<file path="config.mk">
export PLATFORM = sky130hd
export DESIGN_NAME = escape_rle_frame_fill_decoder
export DESIGN_NICKNAME = d
export VERILOG_FILES = /design/src/design/erle_pkg.sv /design/src/design/escape_rle_frame_fill_decoder.sv /design/src/design/erle_front.sv /design/src/design/erle_cmd_fifo.sv /design/src/design/erle_back.sv
export SDC_FILE = /design/constraint.sdc
export NUM_CORES = 1
export LEC_CHECK = 0
export BUFFER_PORTS_ARGS = -buffer_cell sky130_fd_sc_hd__buf_2
export CORE_MARGIN = 2
export CORE_UTILIZATION = 34
export DETAILED_ROUTE_END_ITERATION = 10
export SKIP_CTS_REPAIR_TIMING = 1
export SLEW_MARGIN = 25
export SYNTH_ARGS = -nofsm -noshare
export SYNTH_HDL_FRONTEND = slang
export SYNTH_SLANG_ARGS = --single-unit
</file>
<file path="constraint.sdc">
create_clock -name clk -period 6.7 [get_ports clk]
set_input_delay 1.005 -clock clk [delete_from_list [all_inputs] [get_ports clk]]
set_output_delay 1.005 -clock clk [all_outputs]
set_load 0.02 [all_outputs]
</file>
<file path="src/design/erle_pkg.sv">
// ----------------------------------------------------------------------------
// erle_pkg
// Shared types and constants for the escape run-length frame fill decoder.
// ----------------------------------------------------------------------------
package erle_pkg;

  localparam int FRAME_WIDTH  = 128;
  localparam int FRAME_HEIGHT = 64;
  localparam int ROW_BYTES    = FRAME_WIDTH / 8;
  localparam int FRAME_BYTES  = (ROW_BYTES * FRAME_HEIGHT == 0) ? 1 : ROW_BYTES * FRAME_HEIGHT;

  localparam int POS_W   = (FRAME_BYTES > 1) ? $clog2(FRAME_BYTES) : 1;
  localparam int COUNT_W = 15;
  localparam int CALC_W  = ((POS_W + 1) > (COUNT_W + 1)) ? (POS_W + 1) : (COUNT_W + 1);

  localparam int MAX_RESULTS = 33;
  localparam int SEGNUM_W    = $clog2(MAX_RESULTS + 1);

  localparam logic [7:0] ESC_BLACK  = 8'h55;
  localparam logic [7:0] ESC_WHITE  = 8'hAA;
  localparam logic [7:0] FILL_BLACK = 8'h00;
  localparam logic [7:0] FILL_WHITE = 8'hFF;

  typedef struct packed {
    logic [7:0] rle_byte;
    logic       restart;
  } in_t;

  typedef struct packed {
    logic [7:0]  fill_byte;
    logic [9:0]  start_index;
    logic [10:0] byte_count;
    logic        frame_done;
    logic        last;
  } out_t;

  // One decoded run handed from the front to the back.
  typedef struct packed {
    logic               restart;
    logic [7:0]         fill;
    logic [COUNT_W-1:0] count;
  } cmd_t;

endpackage

</file>
<file path="src/design/escape_rle_frame_fill_decoder.sv">
// ----------------------------------------------------------------------------
// escape_rle_frame_fill_decoder
// Decodes escape run-length coded bytes into frame fill segments.
// ----------------------------------------------------------------------------
// Input channel (in_valid / in_stall / in_item) takes one coded byte per beat,
// with a restart flag that clears the decoder and frame position first.
// Output channel (out_valid / out_stall / out_item) delivers one fill segment
// per beat: fill byte, start position, byte count, frame-done and last flags.
// A front stage decodes escapes and counts into run commands and pushes them
// into a two-entry command queue; a back stage pops one run and emits one
// segment per cycle while the output is free, splitting at the frame end.
// A plain byte passes the command queue, the back-stage pop into S_RUN and the
// output register before out_valid rises. The back stage pops a run in S_IDLE
// and emits all its segments in S_RUN before it pops the next run; escape and
// long-count low bytes are handled in the front only.
// When the receiver stalls, the output register holds its beat, the back
// stage waits, the queue fills and in_stall rises once it holds two runs.
// Reset clears the decoder phase, the queue and the position to top left.
// ----------------------------------------------------------------------------
module escape_rle_frame_fill_decoder (
  input  logic           clk,
  input  logic           rst,
  input  logic           in_valid,
  output logic           in_stall,
  input  erle_pkg::in_t  in_item,
  output logic           out_valid,
  input  logic           out_stall,
  output erle_pkg::out_t out_item
);
  import erle_pkg::*;

  logic q_full;
  logic q_push;
  logic q_pop;
  logic q_empty;
  cmd_t q_cmd;
  cmd_t q_head;

  erle_front u_front (
    .clk      (clk),
    .rst      (rst),
    .in_valid (in_valid),
    .in_stall (in_stall),
    .in_item  (in_item),
    .q_full   (q_full),
    .q_push   (q_push),
    .q_cmd    (q_cmd)
  );

  erle_cmd_fifo u_fifo (
    .clk      (clk),
    .rst      (rst),
    .push     (q_push),
    .push_cmd (q_cmd),
    .full     (q_full),
    .pop      (q_pop),
    .empty    (q_empty),
    .head     (q_head)
  );

  erle_back u_back (
    .clk       (clk),
    .rst       (rst),
    .q_empty   (q_empty),
    .q_head    (q_head),
    .q_pop     (q_pop),
    .out_valid (out_valid),
    .out_stall (out_stall),
    .out_item  (out_item)
  );

endmodule

</file>
<file path="src/design/erle_front.sv">
// ----------------------------------------------------------------------------
// erle_front
// Accepts coded bytes, tracks the escape phase and emits run commands.
// ----------------------------------------------------------------------------
module erle_front (
  input  logic           clk,
  input  logic           rst,
  input  logic           in_valid,
  output logic           in_stall,
  input  erle_pkg::in_t  in_item,
  input  logic           q_full,
  output logic           q_push,
  output erle_pkg::cmd_t q_cmd
);
  import erle_pkg::*;

  typedef enum logic [1:0] {
    PH_IDLE,
    PH_ESC,
    PH_LONG
  } phase_t;

  phase_t     phase;
  logic       run_color;
  logic [6:0] run_low_bits;

  phase_t     phase_eff;
  phase_t     phase_next;
  logic       color_eff;
  logic       color_next;
  logic [6:0] low_eff;
  logic [6:0] low_next;
  logic       accept;
  logic [7:0] run_fill;

  assign in_stall = q_full;
  assign accept   = in_valid && !q_full;

  always_comb begin
    // restart clears the decoder before this byte
    phase_eff  = in_item.restart ? PH_IDLE : phase;
    color_eff  = in_item.restart ? 1'b0 : run_color;
    low_eff    = in_item.restart ? 7'd0 : run_low_bits;
    run_fill   = color_eff ? FILL_WHITE : FILL_BLACK;
    phase_next = PH_IDLE;
    color_next = color_eff;
    low_next   = low_eff;
    q_cmd.restart = in_item.restart;
    q_cmd.fill    = in_item.rle_byte;
    q_cmd.count   = '0;
    case (phase_eff)
      PH_ESC: begin
        if (in_item.rle_byte == 8'd0) begin
          q_cmd.fill  = color_eff ? ESC_WHITE : ESC_BLACK;
          q_cmd.count = COUNT_W'(1);
        end else if (!in_item.rle_byte[7]) begin
          q_cmd.fill  = run_fill;
          q_cmd.count = COUNT_W'(in_item.rle_byte);
        end else begin
          low_next   = in_item.rle_byte[6:0];
          phase_next = PH_LONG;
        end
      end
      PH_LONG: begin
        q_cmd.fill  = run_fill;
        q_cmd.count = {in_item.rle_byte, low_eff};
        low_next    = 7'd0;
      end
      default: begin
        if (in_item.rle_byte inside {ESC_BLACK, ESC_WHITE}) begin
          color_next = (in_item.rle_byte == ESC_WHITE);
          phase_next = PH_ESC;
        end else begin
          q_cmd.count = COUNT_W'(1);
        end
      end
    endcase
  end

  // forward a bare restart too, so the back clears the position in order
  assign q_push = accept && ((q_cmd.count != '0) || in_item.restart);

  always_ff @(posedge clk) begin
    if (rst) begin
      phase        <= PH_IDLE;
      run_color    <= 1'b0;
      run_low_bits <= 7'd0;
    end else if (accept) begin
      phase        <= phase_next;
      run_color    <= color_next;
      run_low_bits <= low_next;
    end
  end

endmodule

</file>
<file path="src/design/erle_cmd_fifo.sv">
// ----------------------------------------------------------------------------
// erle_cmd_fifo
// Two-entry queue of run commands between the front and the back.
// ----------------------------------------------------------------------------
module erle_cmd_fifo (
  input  logic           clk,
  input  logic           rst,
  input  logic           push,
  input  erle_pkg::cmd_t push_cmd,
  output logic           full,
  input  logic           pop,
  output logic           empty,
  output erle_pkg::cmd_t head
);
  import erle_pkg::*;

  cmd_t       entries [2];
  logic       wr_ptr;
  logic       rd_ptr;
  logic [1:0] fill_count;

  assign full  = (fill_count == 2'd2);
  assign empty = (fill_count == 2'd0);
  assign head  = entries[rd_ptr];

  always_ff @(posedge clk) begin
    if (push) begin
      entries[wr_ptr] <= push_cmd;
    end
  end

  always_ff @(posedge clk) begin
    if (rst) begin
      wr_ptr     <= 1'b0;
      rd_ptr     <= 1'b0;
      fill_count <= 2'd0;
    end else begin
      if (push) begin
        wr_ptr <= !wr_ptr;
      end
      if (pop) begin
        rd_ptr <= !rd_ptr;
      end
      case ({push, pop})
        2'b10:   fill_count <= fill_count + 2'd1;
        2'b01:   fill_count <= fill_count - 2'd1;
        default: fill_count <= fill_count;
      endcase
    end
  end

endmodule

</file>
<file path="src/design/erle_back.sv">
// ----------------------------------------------------------------------------
// erle_back
// Splits each run at frame ends and drives the registered segment output.
// ----------------------------------------------------------------------------
module erle_back (
  input  logic           clk,
  input  logic           rst,
  input  logic           q_empty,
  input  erle_pkg::cmd_t q_head,
  output logic           q_pop,
  output logic           out_valid,
  input  logic           out_stall,
  output erle_pkg::out_t out_item
);
  import erle_pkg::*;

  typedef enum logic {
    S_IDLE,
    S_RUN
  } state_t;

  state_t              state;
  logic [POS_W-1:0]    pos;
  logic [COUNT_W-1:0]  rem;
  logic [7:0]          fill;
  logic [SEGNUM_W-1:0] seg_num;

  logic                out_free;
  logic [CALC_W-1:0]   room;
  logic [CALC_W-1:0]   seg;
  logic [CALC_W-1:0]   seg_end;
  logic                at_end;
  logic                seg_last;

  assign out_free = !out_valid || !out_stall;
  assign q_pop    = (state == S_IDLE) && !q_empty;

  always_comb begin
    room     = CALC_W'(FRAME_BYTES) - CALC_W'(pos);
    seg      = (CALC_W'(rem) < room) ? CALC_W'(rem) : room;
    seg_end  = CALC_W'(pos) + seg;
    at_end   = (seg_end == CALC_W'(FRAME_BYTES));
    seg_last = (seg == CALC_W'(rem)) || (seg_num == SEGNUM_W'(MAX_RESULTS - 1));
  end

  always_ff @(posedge clk) begin
    if (rst) begin
      state     <= S_IDLE;
      pos       <= '0;
      seg_num   <= '0;
      out_valid <= 1'b0;
    end else begin
      case (state)
        S_IDLE: begin
          if (!out_stall) begin
            out_valid <= 1'b0;
          end
          if (!q_empty) begin
            if (q_head.restart) begin
              pos <= '0;
            end
            rem     <= q_head.count;
            fill    <= q_head.fill;
            seg_num <= '0;
            if (q_head.count != '0) begin
              state <= S_RUN;
            end
          end
        end
        S_RUN: begin
          if (out_free) begin
            out_valid            <= 1'b1;
            out_item.fill_byte   <= fill;
            out_item.start_index <= 10'(pos);
            out_item.byte_count  <= 11'(seg);
            out_item.frame_done  <= at_end;
            out_item.last        <= seg_last;
            pos                  <= at_end ? '0 : POS_W'(seg_end);
            rem                  <= rem - COUNT_W'(seg);
            seg_num              <= seg_num + SEGNUM_W'(1);
            // drop whatever is left once the segment limit is hit
            if (seg_last) begin
              state <= S_IDLE;
            end
          end
        end
        default: begin
          out_valid <= 1'b0;
          state     <= S_IDLE;
        end
      endcase
    end
  end

endmodule
</file>
==> out/results.ini <==
[placed_design]
place.gp.congestion = 0.850
hpwl_um = 10900
place_inst = 942
place_area_mm2 = 0.00767
port_buffers = 45

[final_layout]
fin_nets = 745
drive_above_1_share_pct = 17.5
n_antenna_cell = 0
area_growth_pct = 15.4
final_common_cell = edfxtp_1
n_fill_cell = 2016
multi_input_area_mm2 = 0.00323
final_cell_mix = edfxtp_1, nor2_1, buf_2
layoutNonFillerInstCount = 973
regArea_mm2 = 0.00372
finalInstanceArea_mm2 = 0.00822

[sta]
period_needed_ns = 5.74
grt_setup_unrepaired = false
fmax_mhz = 174
fin_crit_sh_pct = 85.7
finClkSkew_ns = 0.00904
fin_setup_tns_ns = 0
finalSetupViolCount = 0
tightest_slew_ns = 1.01
finalHoldViolCount = 0
finalMaxSlewViolations = 0
max_slew_margin_pct = 32.1

[global_routing]
grt_pass1_wl_um = 24900
grt_antenna_before_repair = 0
grt_max_degree = 39
grt_pass1_vias = 4916
grt_usage_pct = 14.4
grt_overflow = 0

[synthesis]
syn_area_per_cell_um2 = 11.1
synth_edf_count = 102
synth-seq-cells = 135
synth_top_area_share_pct = 43.0
ys_types = 68
synth_flop_cell = edfxtp_1
synth_area_leaders = edfxtp_1, dfxtp_1, ha_1
ys_warn_count = 0
netlist_area_mm2 = 0.00712
yosys.area.top_type = edfxtp_1
async_reset_ff_share_pct = 0
seq_area_frac_synth_pct = 52.3
synth_cells = 640
mappedNetlistNets = 694

[drt]
detailedRoute.firstPassIterationCount = 4
drt_iter0_markers = 248
num_vias = 4935
post-route-drc-count = 0
viasPerCell = 5.07
wl_um = 15000
wl_per_cell_um = 15.4
postRouteAntennaNets = 0

[clock_network]
cts_sinks = 135
cts_made_buffers = 17
cts_tree = built
root_buffer = clkbuf_16
cts_buffer_depth = 2
path_clk_slew_ns = 0.06
cts_max_level = 4
insertion_delay_ns = 0.42

[worst_hold_path]
hold_path.class = reg -> reg
holdPathEnd = u_back.out_item[23]
holdCritStartpoint = u_back.fill[0]
worstHoldPathCells = 0

[floorplanning]
fp.dieArea_mm2 = 0.0221
rows = 52
dieHeight_um = 149
pin_count = 46
start_util_pct = 34.9
die_x_um = 149
core-area_mm2 = 0.0204

[power]
p_per_area_mw_per_mm2 = 523
irDropWorstVdd_uv = 272
p_leak_nw = 3.12

[setup_path]
worstPathMaxFanout = 6
startpoint_type = register
crit_family = simple AND/OR/NAND/NOR gates
critPathSlowestCell = or4b_2
reg2regPathDepth = 24
path_class = reg -> reg
cp.required_ns = 6.98
r2r_start = u_back.pos[0]
critPathMaxStageDelay_ns = 0.62
r2r-end = u_back.out_item[1]
rrSetupSlack_ns = 0.96
critical_path_arrival_ns = 6.02
critPathCaptureType = register
cp.buffers_inverters = 3
crit_chain = inv_1, ha_1, or3b_1, or3_4, xor2_1, inv_1, ha_1, a211o_1, o211ai_1, o2111ai_1, and4_1, o21ai_1, nand2_1, mux2i_1, ha_1, inv_1, fa_1, nor2b_1, o31a_1, o31a_1, nor2_1, or4b_2, mux2i_1, o211a_1

[run_status]
status = finished, final reports clean

[run]
maxCapViolCount = 0

## how the worst max path moves through the flow
stage,start,end,slack [ns],cells past startpoint
after CTS,u_back.pos[1],u_back.out_item[1],0.93,23
after global routing,u_back.pos[1],u_back.out_item[1],0.52,24
after detailed placement,u_back.pos[1],u_back.out_item[1],0.99,23
after floorplan,u_back.pos[1],u_back.out_item[1],1.19,24
after global placement,u_back.pos[1],u_back.out_item[1],1.11,23
final,u_back.pos[0],u_back.out_item[1],0.96,24
## where the power goes
part | internal, mW | switching [mW]
clock | 0.510 | 0.351
sequential | 1.16 | 0.112
combinational | 0.887 | 1.28
## cell usage after synthesis (3+ instances only)
| cell | count |
|---|---|
| mux2i_1 | 18 |
| nor3_1 | 11 |
| o31a_1 | 3 |
| nor4_1 | 6 |
| inv_1 | 28 |
| or2_2 | 4 |
| nor2_1 | 73 |
| edfxtp_1 | 102 |
| nand2b_1 | 11 |
| or4_1 | 4 |
| or3_1 | 6 |
| nand4_1 | 7 |
| xnor2_1 | 11 |
| a21oi_1 | 35 |
| a31oi_1 | 6 |
| and4_1 | 4 |
| nand3_1 | 6 |
| nand2_1 | 35 |
| o21ai_1 | 6 |
| xor2_1 | 17 |
| o21a_1 | 5 |
| a211oi_1 | 11 |
| dfxtp_1 | 33 |
| mux2_2 | 20 |
| nor2b_1 | 13 |
| a21o_1 | 6 |
| ha_1 | 39 |
| o21ai_0 | 22 |
| o211ai_1 | 3 |
| a22oi_1 | 20 |
| nor3_2 | 3 |
| and2_1 | 9 |
| clkbuf_1 | 14 |
## worst register-to-register path, cell delays in order (launching register included)
cell	delay, ns
dfxtp_1	0.36
inv_1	0.10
ha_1	0.18
or3b_1	0.38
or3_4	0.37
xor2_1	0.22
inv_1	0.07
ha_1	0.19
a211o_1	0.26
o211ai_1	0.11
o2111ai_1	0.20
and4_1	0.25
o21ai_1	0.12
nand2_1	0.16
mux2i_1	0.39
ha_1	0.24
inv_1	0.05
fa_1	0.40
nor2b_1	0.16
o31a_1	0.20
o31a_1	0.20
nor2_1	0.06
or4b_2	0.62
mux2i_1	0.15
o211a_1	0.18
## metrics by stage
step                util (%)  worst slack (ns)  hold WS, ns  power (mW)
floorplan                  -              1.19        0.400        2.91
CTS                     40.2             0.931        0.419        4.32
detailed placement      37.6             0.986        0.405        3.43
global route            40.2             0.516        0.423        4.62
finish                  40.2             0.959        0.418        4.30
global placement        37.5              1.11        0.400        3.41
## logic make-up (layout without fill, tap and decap cells)
| logic type | count (synthesis) | after routing | share of synthesized area [%] |
|---|---|---|---|
| DFF | 135 | 135 | 52.3 |
| buffers and inverters | 49 | 112 | 2.74 |
| xor gates and xnor gates | 28 | 28 | 3.44 |
| and+or+nand+nor | 210 | 210 | 15.4 |
| AOI/OAI and AO/OA | 139 | 139 | 13.1 |
| adders and majority gates | 41 | 41 | 7.41 |
| muxes | 38 | 38 | 5.69 |
## routing by layer
layer / track usage (%) / wire length, µm / up-vias
li1: - / - / 2485
met1: 18.5 / 6980 / 2323
met2: 24.2 / 7210 / 108
met3: 3.12 / 622 / 19
met4: 4.52 / 217 / 0
met5: 0 / 0 / -
## sequential cells by signal, indices dropped and copies added, names as in the netlist, 2 cells and up, named ones only
name	cells
u_back.rem	15
u_front.run_low_bits	7
u_back.seg_num	6
u_back.fill	8
u_back.out_item	31
u_fifo.fill_count	2
u_fifo.entries	48
u_back.pos	10
u_front.phase	2
## area by class of cell
cell class	instances	share of cell area [%]
multi-input combinational	456	39.3
sequential	135	45.3
clock inverter	11	1.28
inverter	29	1.32
timing repair buffer	52	3.38
clock buffer	20	5.31
tap	270	4.11
No activity file was read; power rests on OpenSTA's default activity.
